<file path="src/hdl/dshm_pkg.sv">
package dshm_pkg;

  localparam int TableEntries = 4096;
  localparam int IdxW         = $clog2(TableEntries);
  localparam int RidBits      = 19;
  localparam int EntryW       = 48 + 4 * 32;

  localparam logic [1:0] OP_LOAD     = 2'd0;
  localparam logic [1:0] OP_SID2ID   = 2'd1;
  localparam logic [1:0] OP_ID2SID   = 2'd2;
  localparam logic [1:0] OP_RESERVED = 2'd3;

  localparam logic [2:0] ST_UNMAPPED     = 3'd0;
  localparam logic [2:0] ST_MAPPED       = 3'd1;
  localparam logic [2:0] ST_REQUIRE_TYPE = 3'd2;
  localparam logic [2:0] ST_LOADED       = 3'd3;
  localparam logic [2:0] ST_SKIPPED      = 3'd4;

  typedef struct packed {
    logic [1:0]  opcode;
    logic [31:0] unix_id_in;
    logic [47:0] sid_authority;
    logic [3:0]  sid_count;
    logic [31:0] sid_word0;
    logic [31:0] sid_word1;
    logic [31:0] sid_word2;
    logic [31:0] sid_word3;
    logic [31:0] sid_word4;
    logic        type_unspecified;
    logic        logon_cache_known;
    logic        has_own_config;
  } in_item_t;

  typedef struct packed {
    logic [2:0]  status;
    logic [30:0] unix_id_out;
    logic [47:0] out_authority;
    logic [2:0]  out_count;
    logic [31:0] out_word0;
    logic [31:0] out_word1;
    logic [31:0] out_word2;
    logic [31:0] out_word3;
    logic [18:0] out_rid;
    logic        type_both;
  } out_item_t;

  // classified request passed from front to back
  typedef struct packed {
    logic [1:0]        opcode;
    logic [IdxW-1:0]   idx;
    logic [RidBits-1:0] rid;
    logic              hash_ok;   // domain and rid hash usable
    logic              load_ok;   // load allowed
    logic              learn_ok;  // miss may learn
    logic [EntryW-1:0] entry;
  } req_t;

  function automatic logic [IdxW-1:0] dom_hash(logic [31:0] w1, logic [31:0] w2,
                                               logic [31:0] w3);
    logic [31:0] x;
    logic [13:0] s;
    x = w1 ^ w2 ^ w3;
    s = {2'b0, x[31:20]} + {2'b0, x[19:8]} + {6'b0, x[7:0]};
    return s[IdxW-1:0];
  endfunction

endpackage

</file>
<file path="src/hdl/dshm_if.sv">
interface dshm_in_if;
  logic               valid;
  logic               ready;
  dshm_pkg::in_item_t data;
  modport source (output valid, output data, input ready);
  modport sink (input valid, input data, output ready);
endinterface


</file>
<file path="src/hdl/dshm_front.sv">
module dshm_front (
  input  logic             clk,
  input  logic             rst_n,
  dshm_in_if.sink          in_ch,
  output logic             q_valid,
  output dshm_pkg::req_t   q_data,
  input  logic             q_ready
);
  dshm_pkg::in_item_t it;
  dshm_pkg::req_t     req;
  logic [dshm_pkg::IdxW-1:0] h4, hid;
  logic               is_null;
  logic               valid_r, valid_nxt;
  dshm_pkg::req_t     data_r;

  assign it  = in_ch.data;
  assign h4  = dshm_pkg::dom_hash(it.sid_word1, it.sid_word2, it.sid_word3);
  assign hid = it.unix_id_in[dshm_pkg::RidBits +: dshm_pkg::IdxW];
  assign is_null = (it.sid_authority == '0) && (it.sid_count == 4'd1) &&
                   (it.sid_word0 == '0);

  // classify the request
  always_comb begin
    req          = '0;
    req.opcode   = it.opcode;
    req.entry    = {it.sid_authority, it.sid_word0, it.sid_word1, it.sid_word2,
                    it.sid_word3};
    req.learn_ok = it.logon_cache_known || !it.type_unspecified;
    req.load_ok  = !is_null && !it.has_own_config && (it.sid_count == 4'd4) &&
                   (h4 != '0);
    case (it.opcode)
      dshm_pkg::OP_ID2SID: begin
        req.idx = hid;
        req.rid = it.unix_id_in[dshm_pkg::RidBits-1:0];
      end
      default: begin
        req.idx = h4;
        req.rid = it.sid_word4[dshm_pkg::RidBits-1:0];
      end
    endcase
    req.hash_ok = (it.sid_count == 4'd5) && (h4 != '0) && (req.rid != '0);
  end

  // one-entry queue register toward the back part
  assign in_ch.ready = !valid_r || q_ready;
  assign valid_nxt   = in_ch.ready ? in_ch.valid : valid_r;

  always_ff @(posedge clk) begin
    if (!rst_n) begin
      valid_r <= 1'b0;
    end else begin
      valid_r <= valid_nxt;
    end
    if (in_ch.ready && in_ch.valid) begin
      data_r <= req;
    end
  end

  assign q_valid = valid_r;
  assign q_data  = data_r;
endmodule

</file>
<file path="src/flat_wrapper.sv">
// flat-port wrapper written by rule: the top's interface ports become plain ports
module dshm_front_flat 
  (clk, rst_n, q_valid, q_data, q_ready, in_ch_valid, in_ch_data, in_ch_ready);
  dshm_in_if in_ch_i ();
  input  logic clk;
  input  logic rst_n;
  output logic q_valid;
  output dshm_pkg::req_t q_data;
  input  logic q_ready;
  input wire logic [$bits(in_ch_i.valid)-1:0] in_ch_valid;
  input wire logic [$bits(in_ch_i.data)-1:0] in_ch_data;
  output wire logic [$bits(in_ch_i.ready)-1:0] in_ch_ready;
  assign in_ch_i.valid = in_ch_valid;
  assign in_ch_i.data = in_ch_data;
  assign in_ch_ready = in_ch_i.ready;
  dshm_front u_core (.clk(clk), .rst_n(rst_n), .in_ch(in_ch_i), .q_valid(q_valid), .q_data(q_data), .q_ready(q_ready));
endmodule
</file>
<file path="config.mk">
export PLATFORM = sky130hd
export DESIGN_NAME = dshm_front_flat
export DESIGN_NICKNAME = d
export VERILOG_FILES = /design/src/hdl/dshm_pkg.sv /design/src/hdl/dshm_if.sv /design/src/hdl/dshm_front.sv /design/src/flat_wrapper.sv
export SDC_FILE = /design/constraint.sdc
export NUM_CORES = 1
export LEC_CHECK = 0
export BUFFER_PORTS_ARGS = -buffer_cell sky130_fd_sc_hd__buf_2
export CORE_AREA = 3 3 179 181
export CTS_BUF_LIST = sky130_fd_sc_hd__clkbuf_2
export DETAILED_ROUTE_END_ITERATION = 8
export DIE_AREA = 0 0 182 184
export GPL_TIMING_DRIVEN = 0
export SETUP_SLACK_MARGIN = 0.2
export SLEW_MARGIN = 40
export SYNTH_ARGS = -nofsm -noshare
export SYNTH_HDL_FRONTEND = slang
export SYNTH_SLANG_ARGS = --single-unit
</file>
<file path="constraint.sdc">
create_clock -name clk -period 10.1 [get_ports clk]
set_clock_uncertainty 0.15 [all_clocks]
set_input_delay 2.525 -clock clk [delete_from_list [all_inputs] [get_ports clk]]
set_output_delay 2.525 -clock clk [all_outputs]
set_load 0.005 [all_outputs]
</file>
== Yosys cells after proc, flatten, opt, wreduce, memory -nomap -nowiden ==
Cells that the tools add are included.
W data, S select, Z words.

* Add/subtract/negate cells: 2
* Eq/ne operators: 4
* Multiplexer cells: 1
* Bitwise gates (word level): 2
* Reductions and logical operators: 18

{| class="wikitable"
|+ Operators with widths
! cell !! count
|-
| $xor A32 B32 Y32 || 2
|-
| $logic_not A48 Y1 || 1
|-
| $logic_not A32 Y1 || 1
|-
| $mux W31 || 1
|-
| $reduce_bool A19 Y1 || 1
|-
| $add A12 B12 Y12 || 1
|-
| $add A12 B8 Y12 || 1
|-
| $reduce_bool A12 Y1 || 1
|-
| $eq A4 B3 Y1 const B || 2
|-
| $logic_and A1 B1 Y1 || 8
|-
| $eq A4 B1 Y1 const B || 1
|-
| $logic_not A1 Y1 || 4
|-
| $eq A2 B2 Y1 const B || 1
|-
| $logic_or A1 B1 Y1 || 2
|}

* Register bits after elaboration: 213
* Input port bits: 253
* Output and inout port bits: 214

== Depth between registers and ports, before layout ==
* Word-level depth: 7
* Depth in mapped cells: 13
* Depth with buffers taken out: 13

== Worst setup path after synthesis ==
OpenSTA, ideal clock, no wires.

* Path type: input to register
* Start point: input port q_ready
* End point: register u_core.data_r, in the netlist u_core.q_data[0], enable pin
* Data arrival time: 7.512 ns
* Setup slack: 1.839 ns
* Stages: 2
* Path buffers: 0
* Path through: nand2b_1 and2_1

* Word-level cells in the longest chain between the ends: 2

{| class="wikitable"
|+ RTL lines
! element !! RTL line !! source
|-
| start: declaration || flat_wrapper.sv:9 || <nowiki>input logic q_ready;</nowiki>
|-
| $logic_or A1 B1 Y1 || dshm_front.sv:45 || <nowiki>assign in_ch.ready = !valid_r || q_ready;</nowiki>
|-
| $logic_and A1 B1 Y1 || dshm_front.sv:54 || <nowiki>if (in_ch.ready && in_ch.valid) begin</nowiki>
|-
| end signal: assignment || dshm_front.sv:55 || <nowiki>data_r <= req;</nowiki>
|-
| end: declaration || dshm_front.sv:14 || <nowiki>dshm_pkg::req_t data_r;</nowiki>
|}

No other way between the ends.
A chain may end at the register's enable or synchronous reset.

== Worst setup path in the final report ==
* Start point: input port q_ready
* End point: output port in_ch_ready

* Word-level cells in the longest chain between the ends: 1

{| class="wikitable"
|+ RTL lines
! element !! RTL line !! source
|-
| $logic_or A1 B1 Y1 || dshm_front.sv:45 ||
|-
| end: declaration || flat_wrapper.sv:12 || <nowiki>output wire logic [$bits(in_ch_i.ready)-1:0] in_ch_ready;</nowiki>
|}

No other way between the ends.

==> reports/metrics.csv <==
metric;value;unit
status;finished, final reports clean;
std_cell_rows;64;
drtPass1Iterations;4;
clk_pin_slew_worst_paths;80;ps
synth_area_leaders;edfxtp_1 77%, xnor2_1 5.1%, mux2_2 3.1%;
grt_max_degree;46;
ctsResizeCount;0;
clockBufferDepth;3;
grt_use_total;13.7;%
total_power;2.16;mW
top_layer_used;met5;
dieHeight;184;um
fin_crit;5590;ps
async_reset_ff_share;0;%
ys_seq_area_share;77.4;%
synthMostInstantiatedCell;edfxtp_1;
drt_iter0_markers;163;
critPathMostFrequentCell;buf_2;
vias;5832;
finalWorstSetupSlack;4510;ps
hold_violations;0;
netlist_area;8250;sq um
worst_setup_path_start_kind;primary input;
path_cells;buf_2 > nand2b_1 > buf_2;
antenna_found_initial;6;
p_leak;4.97;nW
initial_utilization;27.0;%
met3_length;2.46;mm
slowest_delay;160;ps
finalNetCount;1230;
die_area;33500;sq um
critPathMaxFanout;3;
numPortBuffers;452;
grt_pass1_vias;6114;
coreArea;30600;sq um
synth_cell_type_count;39;
final-max-slew-violation-count;0;
synth_edf_count;212;
dp_hpwl;19.4;mm
fmax;0.179;GHz
synthTopCellsByCount;212 x edfxtp_1, 48 x xnor2_1, 25 x xor2_1, 23 x mux2_2, 17 x inv_1;
required;7430;ps
dp_cells;1293;
synth_top_cell_by_area;edfxtp_1;
worstSetupEndpointType;primary output;
clkSinkCount;213;
synth-warning-count;0;
wl_per_cell;17.6;um
worst-setup-path-type;in2out;
setup_viol;0;
cts_tree;yes;
post_cts_buffers;0;
worst_pin_slew;676;ps
holdWs;401;ps
place_area;11100;sq um
hold_depth;2;
pre_cts_slack;3960;ps
die_w;182;um
routabilityCongestion;0.883;
cts_buffers;56;
drive_above_1_share;58.0;%
area_growth;40.3;%
maxCapViolations;0;
crit_slowest_cell;nand2b_1;
drt_wl_total;24.4;mm
fin_crit_sh;55.4;%
ys_seq_elements;213;
clk_latency;740;ps
synth_ff_type;edfxtp_1;
vias_per_cell;4.20;
syn_avg_cell_area;18.7;sq um
max_slew_margin;54.9;%
hold_path.class;reg2reg;
ant_nets;0;
grt_pass1_wl;35.3;mm
ctsHtreeMaxLevel;2;
rsz0062_at_grt;false;
finalNonFillerCells;1387;
critPathArrivalTime;2920;ps
postCtsHoldBufs;0;
gr-total-overflow;0;
io_pins;467;
cts_root_buf;clkbuf_2;
nFillCells;3009;
rr_worst_depth;4;
syn_inst;440;
wl_met2;12.5;mm
wl_met1;8.70;mm
design_area;11600;sq um
drc;0;
power_density;187;nW/um^2
ir_worst_vdd;0.0741;mV
yosys.area.top_type_share;77.2;%
syn_nets;715;
-- cells by family after synthesis --
group	after synthesis	share of synthesized area, %
compound gates	34	2.78
mux	27	3.67
xor+xnor	73	7.75
fa+ha+maj	22	4.16
simple gates	49	3.19
buf+inv	22	1.02
flops	213	77.4
-- worst max-delay path, delay by kind of cell --
| family | cells | cell delay [ps] |
|---|---|---|
| simple gates | 1 | 160 |
| buf+inv | 2 | 230 |
-- routing by layer --
layer	track usage (%)	vias to the layer above
li1	-	2741
met1	14.6	2697
met2	24.3	315
met3	5.74	67
met4	5.61	12
met5	0	-
-- metrics by stage --
stage	util, %	TNS [ps]
final	37.8	0
after CTS	37.8	0
after floorplan	-	0
after detailed placement	36.3	0
after global placement	36.0	-67660
after global routing	37.8	0
-- sequential cells by signal, indices dropped and copies added, names as in the netlist --
signal          cells
u_core.q_valid      1
u_core.q_data     212
-- where the power goes --
part / internal [mW] / switching [mW] / total [mW]
Clock: 0.219 / 0.343 / 0.562
Sequential: 1.06 / 0.0148 / 1.08
Combinational: 0.230 / 0.289 / 0.519
-- path summary, 6_finish.rpt --
| path | to | start | slack [ps] |
|---|---|---|---|
| worst min register to register | u_core.q_valid | u_core.q_valid | 400 |
| worst max register to register | u_core.q_data[207] | u_core.q_valid | 8260 |
| worst max-delay path | in_ch_ready | q_ready | 4510 |
| worst min-delay path | u_core.q_valid | u_core.q_valid | 400 |
-- cell usage in the layout, fill, tap and decap left out, types with 2 or more instances in the layout --
master | netlist | final
buf_2 | 1 | 453
edfxtp_1 | 212 | 212
clkbuf_2 | 0 | 84
xnor2_1 | 48 | 48
xor2_1 | 25 | 25
mux2_2 | 23 | 23
inv_1 | 17 | 17
ha_1 | 13 | 13
nand2_1 | 11 | 11
o21ai_0 | 10 | 10
nor4_1 | 10 | 10
a21oi_1 | 9 | 9
fa_1 | 9 | 9
nor2_1 | 7 | 7
nand2b_1 | 5 | 5
buf_12 | 0 | 5
nand3_1 | 4 | 4
nand4_1 | 4 | 4
clkinv_1 | 0 | 4
clkbuf_1 | 3 | 3
a21o_1 | 3 | 3
mux2_1 | 3 | 3
diode_2 | 0 | 2
a211o_1 | 2 | 2
a2111oi_2 | 2 | 2
nor3b_1 | 2 | 2
clkinv_2 | 0 | 2
-- layout make-up --
type / instances / area [sq um] / share of cell area, %
multi-input combinational: 205 / 1780 / 15.4
clock buffer: 84 / 420 / 3.63
sequential: 213 / 6390 / 55.2
buffer: 5 / 20.0 / 0.173
tap: 396 / 495 / 4.28
inverter: 17 / 63.8 / 0.551
timing repair buffer: 457 / 2360 / 20.4
antenna: 2 / 5.00 / 0.0432
clock inverter: 8 / 41.3 / 0.357
Note: power is estimated with default switching activity, not from simulation.
